$ cat src/rtl/upqs_pkg.sv
// shared types and constants of the udp port queue steering core
// no dependencies; imported by upqs_parse and udp_port_queue_steering_core
`default_nettype none

package upqs_pkg;

    // sizes
    localparam int QUEUES_DEFAULT = 64;
    localparam int CNT_W          = 64;
    localparam int PORT_W         = 16;
    localparam int QID_W          = 8;
    localparam int OFF_W          = 7;
    localparam int CFG_IDX_W      = 2;
    localparam int CFG_DATA_W     = 64;
    localparam int OUT_FIFO_DEPTH = 4;
    localparam int OUT_FIFO_AW    = 2;
    localparam int M_TDATA_W      = 80;

    // configuration register indexes
    localparam logic [CFG_IDX_W-1:0] CFG_FABRIC_PORT  = 2'd0;
    localparam logic [CFG_IDX_W-1:0] CFG_BOUND_QUEUES = 2'd1;

    localparam logic [PORT_W-1:0]     FABRIC_PORT_RST  = 16'd4789;
    localparam logic [CFG_DATA_W-1:0] BOUND_QUEUES_RST = '0;

    // frame offsets
    localparam logic [OFF_W-1:0] OFF_ETYPE_HI = 7'd12;
    localparam logic [OFF_W-1:0] OFF_ETYPE_LO = 7'd13;
    localparam logic [OFF_W-1:0] OFF_IHL      = 7'd14;
    localparam logic [OFF_W-1:0] OFF_PROTO    = 7'd23;
    localparam logic [OFF_W-1:0] OFF_MAX      = 7'd127;
    // udp dest port at 14 + 4*ihl + 2, frame end needed at 14 + 4*ihl + 8
    localparam logic [7:0]       DPORT_BASE   = 8'd16;
    localparam logic [7:0]       UDP_END_BASE = 8'd22;
    localparam logic [7:0]       MIN_LEN      = 8'd34;

    localparam logic [7:0] ETYPE_HI  = 8'h08;
    localparam logic [7:0] ETYPE_LO  = 8'h00;
    localparam logic [7:0] PROTO_UDP = 8'd17;

    // match flag bits
    localparam int FLAG_ETH     = 0;
    localparam int FLAG_PROTO   = 1;
    localparam int FLAG_PORT_HI = 2;
    localparam int FLAG_PORT_LO = 3;
    localparam int FLAG_W       = 4;

    // end-of-frame report from the parser
    typedef struct packed {
        logic eof;
        logic hit;
    } t_frame_end;

    // one result word
    typedef struct packed {
        logic [CNT_W-1:0] match_count;
        logic             matched;
        logic [QID_W-1:0] queue;
        logic             verdict;
    } t_result;

endpackage

`default_nettype wire

$ cat src/rtl/udp_port_queue_steering_core.sv
// top level of the udp port queue steering core: parser, counter memory, result fifo
// depends on upqs_pkg and upqs_parse
`default_nettype none

// usage
//   s_axis: one frame byte per word, from the destination mac on; tlast marks
//     the last byte, tuser carries the receive queue (the value with the last
//     byte counts). bytes are taken back to back, one per cycle, while s_axis_tready is high.
//   m_axis: one result word per frame, after its last byte: verdict, queue,
//     matched flag and, for a counted match, the queue's updated 64-bit counter (else zero).
//   cfg: write channel, index 0 fabric udp port, index 1 bound-queue mask; always
//     ready; the user must see it written only while the block is idle; not enforced.
// order: the counter memory is read into the update stage registers as the last
//   byte is taken; from there the incremented count is written back and the
//   result word is pushed into the result fifo, whose head drives m_axis.
// throughput: one byte per cycle while s_axis_tready is high; one result per cycle
//   at most, for frames of one byte each. a counter update is a read-modify-write
//   on a memory with one read and one write port; a write in flight is forwarded
//   to a read of the same queue.
// reset: counters read as zero through per-queue valid bits cleared at once,
//   config returns to port 4789 and an empty mask; no clearing pass.
// stall: results queue in a 4-word fifo; s_axis_tready drops only when the
//   fifo plus the word in the update stage would fill it.
module udp_port_queue_steering_core
    import upqs_pkg::*;
#(
    parameter int NUM_QUEUES = QUEUES_DEFAULT
) (
    input  wire logic                  i_clk,
    input  wire logic                  i_rst_n,
    // frame bytes
    input  wire logic                  s_axis_tvalid,
    output logic                       s_axis_tready,
    input  wire logic [7:0]            s_axis_tdata,   // [7:0] data_byte
    input  wire logic                  s_axis_tlast,   // last_byte
    input  wire logic [QID_W-1:0]      s_axis_tuser,   // [7:0] rx_queue
    // verdicts
    output logic                       m_axis_tvalid,
    input  wire logic                  m_axis_tready,
    // [0] verdict, [8:1] queue, [9] matched, [73:10] match_count, [79:74] zero
    output logic [M_TDATA_W-1:0]       m_axis_tdata,
    // configuration writes
    input  wire logic                  i_cfg_valid,
    output logic                       o_cfg_ready,
    input  wire logic [CFG_IDX_W-1:0]  i_cfg_index,
    input  wire logic [CFG_DATA_W-1:0] i_cfg_data
);

    localparam int QW = (NUM_QUEUES > 1) ? $clog2(NUM_QUEUES) : 1;

    // configuration registers
    logic [PORT_W-1:0]     r_fabric_port;
    logic [CFG_DATA_W-1:0] r_bound;

    assign o_cfg_ready = 1'b1;

    always_ff @(posedge i_clk) begin
        if (!i_rst_n) begin
            r_fabric_port <= FABRIC_PORT_RST;
            r_bound       <= BOUND_QUEUES_RST;
        end else if (i_cfg_valid) begin
            case (i_cfg_index)
                CFG_FABRIC_PORT:  r_fabric_port <= i_cfg_data[PORT_W-1:0];
                CFG_BOUND_QUEUES: r_bound       <= i_cfg_data;
                default: ;
            endcase
        end
    end

    // header parsing
    logic       in_acc;
    t_frame_end frame_end;

    assign in_acc = s_axis_tvalid && s_axis_tready;

    upqs_parse u_parse (
        .i_clk   (i_clk),
        .i_rst_n (i_rst_n),
        .i_valid (in_acc),
        .i_byte  (s_axis_tdata),
        .i_last  (s_axis_tlast),
        .i_port  (r_fabric_port),
        .o_end   (frame_end)
    );

    // stage 0: decide counting, issue counter read
    logic          q_in_range;
    logic          rd_en;
    logic [QW-1:0] rd_addr;

    assign q_in_range = ({1'b0, s_axis_tuser} < 9'(NUM_QUEUES));
    assign rd_en      = frame_end.eof && frame_end.hit && q_in_range;
    assign rd_addr    = s_axis_tuser[QW-1:0];

    // counter memory with per-queue valid bits for the zero reset
    logic [CNT_W-1:0]      mem_cnt [NUM_QUEUES];
    logic [NUM_QUEUES-1:0] r_cnt_vld;
    logic [CNT_W-1:0]      r_rd_data;

    // stage 1 registers
    logic             r_s1_valid;
    logic             r_s1_counted;
    logic             r_s1_redirect;
    logic [QID_W-1:0] r_s1_queue;
    logic [QW-1:0]    r_s1_addr;
    logic             r_s1_vld;
    logic             r_s1_fwd;
    logic [CNT_W-1:0] r_fwd_data;

    logic             wr_en;
    logic [CNT_W-1:0] cnt_base;
    logic [CNT_W-1:0] cnt_sum;

    assign wr_en    = r_s1_valid && r_s1_counted;
    // a write of the previous cycle to the same queue wins over the stale read
    assign cnt_base = r_s1_fwd ? r_fwd_data : (r_s1_vld ? r_rd_data : '0);
    assign cnt_sum  = cnt_base + 64'd1;

    always_ff @(posedge i_clk) begin
        if (rd_en) begin
            r_rd_data <= mem_cnt[rd_addr];
        end
        if (wr_en) begin
            mem_cnt[r_s1_addr] <= cnt_sum;
        end
    end

    always_ff @(posedge i_clk) begin
        if (!i_rst_n) begin
            r_cnt_vld <= '0;
        end else if (wr_en) begin
            r_cnt_vld[r_s1_addr] <= 1'b1;
        end
    end

    always_ff @(posedge i_clk) begin
        if (!i_rst_n) begin
            r_s1_valid <= 1'b0;
        end else begin
            r_s1_valid <= frame_end.eof;
        end
    end

    always_ff @(posedge i_clk) begin
        if (frame_end.eof) begin
            r_s1_counted  <= rd_en;
            r_s1_redirect <= rd_en && r_bound[s_axis_tuser[5:0]];
            r_s1_queue    <= s_axis_tuser;
            r_s1_addr     <= rd_addr;
            r_s1_vld      <= r_cnt_vld[rd_addr];
            r_s1_fwd      <= wr_en && (r_s1_addr == rd_addr);
            r_fwd_data    <= cnt_sum;
        end
    end

    // result fifo
    t_result                r_fifo [OUT_FIFO_DEPTH];
    logic [OUT_FIFO_AW-1:0] r_wr_ptr;
    logic [OUT_FIFO_AW-1:0] r_rd_ptr;
    logic [OUT_FIFO_AW:0]   r_fifo_cnt;
    logic                   push;
    logic                   pop;
    t_result                s1_res;
    t_result                head;

    assign push = r_s1_valid;
    assign pop  = m_axis_tvalid && m_axis_tready;

    always_comb begin
        s1_res.verdict     = r_s1_redirect;
        s1_res.queue       = r_s1_queue;
        s1_res.matched     = r_s1_counted;
        s1_res.match_count = r_s1_counted ? cnt_sum : '0;
    end

    always_ff @(posedge i_clk) begin
        if (push) begin
            r_fifo[r_wr_ptr] <= s1_res;
        end
    end

    always_ff @(posedge i_clk) begin
        if (!i_rst_n) begin
            r_wr_ptr   <= '0;
            r_rd_ptr   <= '0;
            r_fifo_cnt <= '0;
        end else begin
            if (push) begin
                r_wr_ptr <= r_wr_ptr + 1'b1;
            end
            if (pop) begin
                r_rd_ptr <= r_rd_ptr + 1'b1;
            end
            case ({push, pop})
                2'b10:   r_fifo_cnt <= r_fifo_cnt + 1'b1;
                2'b01:   r_fifo_cnt <= r_fifo_cnt - 1'b1;
                default: r_fifo_cnt <= r_fifo_cnt;
            endcase
        end
    end

    // room for the word in the update stage plus one more
    assign s_axis_tready =
        (({1'b0, r_fifo_cnt} + {{(OUT_FIFO_AW + 1){1'b0}}, r_s1_valid})
         < (OUT_FIFO_AW + 2)'(OUT_FIFO_DEPTH));

    assign head          = r_fifo[r_rd_ptr];
    assign m_axis_tvalid = (r_fifo_cnt != '0);
    assign m_axis_tdata  = {{(M_TDATA_W - $bits(t_result)){1'b0}}, head};

    // checks
    a_fifo_room: assert property (@(posedge i_clk) disable iff (!i_rst_n)
        ({1'b0, r_fifo_cnt} + {{(OUT_FIFO_AW + 1){1'b0}}, r_s1_valid})
            <= (OUT_FIFO_AW + 2)'(OUT_FIFO_DEPTH))
        else $error("result fifo overrun");

    a_redirect_counted: assert property (@(posedge i_clk) disable iff (!i_rst_n)
        m_axis_tvalid && m_axis_tdata[0] |-> m_axis_tdata[9])
        else $error("redirect without a counted match");

    a_match_in_range: assert property (@(posedge i_clk) disable iff (!i_rst_n)
        m_axis_tvalid && m_axis_tdata[9] |-> ({1'b0, m_axis_tdata[8:1]} < 9'(NUM_QUEUES)))
        else $error("match reported for a queue out of range");

    a_fwd_same_queue: assert property (@(posedge i_clk) disable iff (!i_rst_n)
        rd_en && wr_en && (r_s1_addr == rd_addr) |=> r_s1_fwd)
        else $error("back-to-back update of one queue not forwarded");

endmodule

`default_nettype wire

$ cat src/rtl/upqs_parse.sv
// byte-serial header parser: ethertype, ipv4 protocol, udp dest port and length match
// depends on upqs_pkg
`default_nettype none

module upqs_parse
    import upqs_pkg::*;
(
    input  wire logic              i_clk,
    input  wire logic              i_rst_n,
    input  wire logic              i_valid,
    input  wire logic [7:0]        i_byte,
    input  wire logic              i_last,
    input  wire logic [PORT_W-1:0] i_port,
    output t_frame_end             o_end
);

    logic [OFF_W-1:0]  r_off;
    logic [3:0]        r_hlw;
    logic [FLAG_W-1:0] r_flags;
    logic [3:0]        n_hlw;
    logic [FLAG_W-1:0] n_flags;
    logic [7:0]        port_off;
    logic [7:0]        need;
    logic [7:0]        off_ext;

    always_comb begin
        n_flags = r_flags;
        n_hlw   = r_hlw;
        off_ext = {1'b0, r_off};
        if (r_off == OFF_ETYPE_HI) begin
            n_flags[FLAG_ETH] = (i_byte == ETYPE_HI);
        end else if (r_off == OFF_ETYPE_LO && i_byte != ETYPE_LO) begin
            n_flags[FLAG_ETH] = 1'b0;
        end
        if (r_off == OFF_IHL) begin
            n_hlw = i_byte[3:0];
        end
        if (r_off == OFF_PROTO) begin
            n_flags[FLAG_PROTO] = (i_byte == PROTO_UDP);
        end
        port_off = DPORT_BASE + {2'b00, n_hlw, 2'b00};
        if (off_ext == port_off) begin
            n_flags[FLAG_PORT_HI] = (i_byte == i_port[15:8]);
        end else if (off_ext == port_off + 8'd1) begin
            n_flags[FLAG_PORT_LO] = (i_byte == i_port[7:0]);
        end
        need = UDP_END_BASE + {2'b00, n_hlw, 2'b00};
        if (need < MIN_LEN) begin
            need = MIN_LEN;
        end
        o_end.eof = i_valid && i_last;
        o_end.hit = (&n_flags) && ((off_ext + 8'd1) >= need);
    end

    always_ff @(posedge i_clk) begin
        if (!i_rst_n) begin
            r_off   <= '0;
            r_hlw   <= '0;
            r_flags <= '0;
        end else if (i_valid) begin
            if (i_last) begin
                r_off   <= '0;
                r_hlw   <= '0;
                r_flags <= '0;
            end else begin
                if (r_off != OFF_MAX) begin
                    r_off <= r_off + 7'd1;
                end
                r_hlw   <= n_hlw;
                r_flags <= n_flags;
            end
        end
    end

endmodule

`default_nettype wire

$ cat config.mk
export PLATFORM = sky130hd
export DESIGN_NAME = udp_port_queue_steering_core
export DESIGN_NICKNAME = d
export VERILOG_FILES = /design/src/rtl/upqs_pkg.sv /design/src/rtl/udp_port_queue_steering_core.sv /design/src/rtl/upqs_parse.sv
export SDC_FILE = /design/constraint.sdc
export NUM_CORES = 2
export LEC_CHECK = 0
export ABC_CLOCK_PERIOD_IN_PS = 8980
export CAP_MARGIN = 25
export CELL_PAD_IN_SITES_DETAIL_PLACEMENT = 0
export CELL_PAD_IN_SITES_GLOBAL_PLACEMENT = 2
export CORE_MARGIN = 8
export CORE_UTILIZATION = 46
export DETAILED_ROUTE_END_ITERATION = 8
export DONT_BUFFER_PORTS = 1
export PLACE_DENSITY_LB_ADDON = 0.1
export SETUP_SLACK_MARGIN = 0.3
export SLEW_MARGIN = 30
export SYNTH_ARGS = -nofsm -noshare
export SYNTH_HDL_FRONTEND = slang
export SYNTH_HIERARCHICAL = 1
export SYNTH_MEMORY_MAX_BITS = 65536
export SYNTH_SLANG_ARGS = --single-unit
$ cat constraint.sdc
create_clock -name i_clk -period 8.98 [get_ports i_clk]
set_input_delay 0.898 -clock i_clk [delete_from_list [all_inputs] [get_ports i_clk]]
set_output_delay 0.898 -clock i_clk [all_outputs]
set_load 0.01 [all_outputs]
==> After elaboration in Yosys (flattened, before gate mapping) <==
Memories as Yosys holds them, arrays and structs flattened. A register that Yosys moved wholly into a read port is not among the register bits.
Cells that the tools add are included.
{ "word_totals": {"register_bits": 249, "mem_bits_rw": 4392, "in_bits": 88, "output_inout_bits": 83, "elab_cells": 101, "mem_count": 2} }
{ "memory_table": {"columns": ["name", "depth", "word_bits", "read_ports", "rd_ports_with_merged_regs", "wr", "line", "source"], "rows": [
  ["mem_cnt", 64, 64, 1, 1, 1, "udp_port_queue_steering_core.sv:96", "logic [CNT_W-1:0] mem_cnt [NUM_QUEUES];"],
  ["r_fifo", 4, 74, 1, 1, 1, "udp_port_queue_steering_core.sv:157", "t_result r_fifo [OUT_FIFO_DEPTH];"]
]} }
{ "classes": {"n_addsub": 11, "order_cmp": 7, "eq_ne": 15, "mux": 28, "bitwise": 1, "reduce_logical": 20} }
{ "op_table": {"columns": ["op", "n"], "rows": [
  ["$mux 64", 3],
  ["$add 64x1->64 const B", 1],
  ["$or 64x64->64", 1],
  ["$eq 7x4->1 const B", 3],
  ["$eq 7x8->1", 2],
  ["$eq 8x8->1", 2],
  ["$add 5x6->7 const A", 2],
  ["$lt 6x7->1 const B", 2],
  ["$mux 7", 2],
  ["$mux 1", 13],
  ["$bmux 1 s6", 2],
  ["$mux 4", 3],
  ["$logic_and 1x1->1", 11],
  ["$add 7x1->8 const B", 1],
  ["$add 8x1->8 const B", 1],
  ["$eq 8x4->1 const B", 1],
  ["$eq 8x5->1 const B", 1],
  ["$ge 8x8->1", 1],
  ["$lt 8x6->1 const B", 1],
  ["$lt 8x7->1 const B", 1],
  ["$mux 8", 1],
  ["$reduce_bool 8->1", 1],
  ["$add 7x1->7 const B", 1],
  ["$eq 7x5->1 const B", 1],
  ["other kinds (18)", 24]
]} }

==> Depth between registers and ports, before layout <==
{ "depth": {"ltp_word": 12, "depth_mapped": 20, "depth_no_buf": 20} }

==> By module <==
Netlist, hierarchy kept.
{ "modules_own_cells": {"columns": ["mod", "n_inst", "cells_per_inst", "area_per_inst_um2", "seq_area_each_um2"], "rows": [
  ["udp_port_queue_steering_core", 1, 8057, 179523.4, 139173.5],
  ["upqs_parse", 1, 193, 1567.8, 300.3]
]} }

==> Worst setup path after synthesis <==
OpenSTA, ideal clock, no wires.
{ "synth_timing": {"path_kind": "input -> register", "from": "input s_axis_tvalid", "to": "register r_s1_counted, data pin", "setup_ns": 1.090, "arrival_time_ns": 7.783, "required_ns": 7.890, "setup_slack_ns": 0.107, "cell_stages": 5, "path_buffers": 1, "cell_sequence": "and2_1 -> clkbuf_1 -> and2_1 -> nand2_1 -> nor3_1"} }
{ "synth_rtl": {"columns": ["item", "line", "source"], "rows": [
  ["from (decl)", "udp_port_queue_steering_core.sv:32", "input wire logic s_axis_tvalid,"],
  ["to (signal assigned)", "udp_port_queue_steering_core.sv:146", "r_s1_counted <= rd_en;"],
  ["to (decl)", "udp_port_queue_steering_core.sv:102", "logic r_s1_counted;"]
]} }

==> Worst setup path in the final report <==
{ "layout_timing": {"from": "input s_axis_tuser[0]", "to": "register r_rd_data[25], read port of mem_cnt, data pin"} }
{ "layout_via": {"elab_chain_cells": 2} }
{ "layout_rtl": {"columns": ["item", "line", "source"], "rows": [
  ["from (decl)", "udp_port_queue_steering_core.sv:36", "input wire logic [QID_W-1:0] s_axis_tuser,"],
  ["$lt 8x7->1", "udp_port_queue_steering_core.sv:91", "assign q_in_range = ({1'b0, s_axis_tuser} < 9'(NUM_QUEUES));"],
  ["$logic_and 1x1->1", "udp_port_queue_steering_core.sv:92", "assign rd_en = frame_end.eof && frame_end.hit && q_in_range;"],
  ["to (decl)", "udp_port_queue_steering_core.sv:98", "logic [CNT_W-1:0] r_rd_data;"]
]} }
Several ways; a longest one is shown, not always the timed one.
A chain may end at the register's enable or synchronous reset.

==> flow_summary.json <==
{
  "finalCritPeriodShare_pct": 64.7,
  "power_density_nw_per_um2": 227,
  "die_area_sq_um": 414000,
  "holdPathStages": 2,
  "worst_path_largest_cell_delay_ns": 0.60,
  "hp-class": "input pin to flop",
  "cpMaxStageDelayCell": "buf_16",
  "syn_avg_cell_area_sq_um": 22.0,
  "drv_cap": 0,
  "period_needed_ns": 5.81,
  "vias_per_cell": 6.48,
  "postRouteAntennaNets": 0,
  "clock_path_buffers": 4,
  "hold_viol_final": 0,
  "clk_latency_ns": 1.05,
  "fin_skew_ns": 0.0672,
  "die_x_um": 643,
  "grt_pass1_vias": 91376,
  "final_core_util_pct": 52.8,
  "syn-cell-area_sq_um": 181000,
  "finalSetupViolCount": 0,
  "drt_iter0_markers": 12404,
  "overflow": 0,
  "cp_common_cell": "buf_16",
  "relSlewSlack_pct": 28.9,
  "crit_type": "input pin to flop",
  "grt_use_total_pct": 26.6,
  "clockRootBuffer": "clkbuf_16",
  "cts_tree": "yes",
  "htree_levels": 6,
  "setup_tns_ns": 0,
  "place_hpwl_mm": 287,
  "rsz0062_at_grt": "false",
  "die_h_um": 643,
  "fmax_ghz": 0.172,
  "tightest_slew_ns": 1.06,
  "grt_pass1_wl_mm": 767,
  "wl_mm": 561,
  "startpoint": "s_axis_tuser[0]",
  "r2r_end": "r_s1_redirect",
  "worst_ep_arrival_time_ns": 6.58,
  "peakVddDrop_uv": 195,
  "grt_start_max_net_pins": 607,
  "outcome": "complete, no violations",
  "p_leak_uw": 0.0648,
  "reg2regPathDepth": 20,
  "r2r-start": "u_parse/r_off[0]",
  "yosysWarnings": 6,
  "via_count": 92439,
  "antenna_found_initial": 33,
  "yosysSeqAreaShare_pct": 77.0,
  "rows": 230,
  "layout_commonest_cell": "edfxtp_1",
  "portBuffers": 0,
  "crit_fanout": 100,
  "first_pass_iters": 8,
  "ios": 171,
  "wl_per_cell_um": 39.3,
  "globalplace.congestion": 0.799,
  "crit_chain": "buf_16 -> buf_16 -> buf_16 -> buf_16 -> buf_16 -> buf_16 -> buf_16 -> mux4_2 -> mux4_2 -> o22ai_1 -> nor2_1",
  "drive_gt1_share_pct": 26.8,
  "ff2ff_setup_slack_ns": 3.96,
  "endpoint_kind": "flop",
  "final_nets": 8767,
  "power.total_uw": 46900,
  "crit_required_ns": 9.75,
  "drc": 0,
  "ys_ff_latch": 4701,
  "whs_endpoint": "r_bound[36]",
  "ys_types": 75,
  "core-area_sq_um": 392000,
  "synth_top_flop_cell": "edfxtp_1",
  "slew_viol_final": 0,
  "synthArstFlopShare_pct": 0,
  "min-delay-start": "i_cfg_data[36]",
  "postCtsSetupBuffers": 0,
  "area_delta_synth_final_pct": 14.4,
  "cts_made_buffers": 519,
  "synth_cells": 8250,
  "start_util_pct": 46.2,
  "path_clk_slew_ns": 0.06,
  "start_kind": "input pin",
  "synth-edff-count": 4532,
  "final_cell_mix": "edfxtp_1, mux4_2, clkbuf_16, nand2_1, buf_4",
  "clock_sinks": 4701
}
stage by stage:
stage | cell area, sq um | hold WS, ns | setup WS (ns) | std cells
after global placement | 189000 | 0.441 | 2.20 | 13262
after CTS | 207000 | 0.00275 | 3.19 | 14258
after global routing | 207000 | 0.0437 | 2.73 | 14265
after floorplan | 181000 | 0.435 | 2.39 | 8255
final | 207000 | 0.0735 | 3.17 | 14273
after detailed placement | 190000 | 0.450 | 2.09 | 13293
Yosys cell counts, drive strengths merged, types with 12 or more instances:
library cell | count | area, sq um
nand2 | 337 | 1260
o221ai | 51 | 447
buf | 224 | 1100
o21ai | 56 | 280
ha | 18 | 225
clkbuf | 246 | 923
nand4b | 33 | 289
a21oi | 106 | 534
o22ai | 107 | 669
o21a | 67 | 503
nor4 | 22 | 208
nor3 | 28 | 140
nor3b | 12 | 105
nor2b | 32 | 200
and3 | 15 | 96.3
nor2 | 158 | 593
a22oi | 178 | 1420
xor2 | 26 | 228
xnor2 | 59 | 517
edfxtp | 4532 | 136000
nand3 | 90 | 468
a211oi | 14 | 105
and2 | 72 | 450
inv | 26 | 97.6
nand4 | 23 | 163
mux4 | 1234 | 27800
nand3b | 18 | 135
mux2 | 15 | 169
a21boi | 78 | 586
a221oi | 29 | 254
mux2i | 104 | 1040
dfxtp | 169 | 3380
registers in the layout, indices dropped and copies added (netlist names), 3 cells and up, named ones only:
signal,count
r_fabric_port,16
r_rd_data,64
mem_cnt,4096
r_s1_queue,8
u_parse/r_flags,4
r_fwd_data,64
u_parse/r_off,7
r_bound,64
r_fifo_cnt,3
u_parse/r_hlw,4
r_fifo,296
r_cnt_vld,64
worst max-delay path, delay by kind of cell:
kind                   cells  cell delay (ns)
buffers and inverters      7             3.49
and+or+nand+nor            1             0.08
muxes                      2             1.10
AOI/OAI and AO/OA          1             0.18
per-layer routing:
layer | vias to the layer above | part of all wire (%) | track usage (%)
li1 | 35713 | - | -
met1 | 51363 | 41 | 38.6
met2 | 4537 | 47 | 42.4
met3 | 824 | 8.5 | 4.18
met4 | 2 | 3.0 | 7.10
met5 | - | 0.0023 | 0
cell families (layout without fill, tap and decap cells):
kind of cell	after synthesis	in the layout	share of synthesized area [%]
flops	4701	4701	77.0
mux	1353	1353	16.0
simple gates	875	875	2.45
compound gates	718	718	2.80
buf+inv	497	1285	1.17
xor+xnor	85	85	0.411
fa+ha+maj	19	19	0.135
other cells	2	17	0.00415
power by group:
group          total, uW  leakage, uW  internal [uW]  switching [uW]
clock              20300      0.00784          11700            8640
combinational       2350       0.0144            924            1430
sequential         24300       0.0426          24200            79.3
total              46900       0.0648          36800           10200
what timing repair did:
action,4_1_cts,5_1_grt
endpoints found under the hold margin,154,0
hold buffers,61,0
resized for setup,0,0
cell type report:
class | instances | area (sq um)
Clock inverter | 252 | 2290
Inverter | 27 | 101
Timing Repair Buffer | 354 | 4130
Multi-Input combinational cell | 3057 | 40800
Antenna cell | 10 | 25.0
Tap cell | 5220 | 6530
Clock buffer | 652 | 13800
Fill cell | 30206 | 185000
Sequential cell | 4701 | 139000
worst max-delay path by stage:
stage               slack (ns)  depth (start not counted)            end
finish                    3.17                         11  r_rd_data[25]
global route              2.73                         11  r_rd_data[47]
CTS                       3.19                         11  r_rd_data[63]
detailed placement        2.09                         11  r_rd_data[63]
global placement          2.20                         10  r_rd_data[25]
floorplan                 2.39                          5   r_s1_counted
Power figures use the tool's default switching activity.
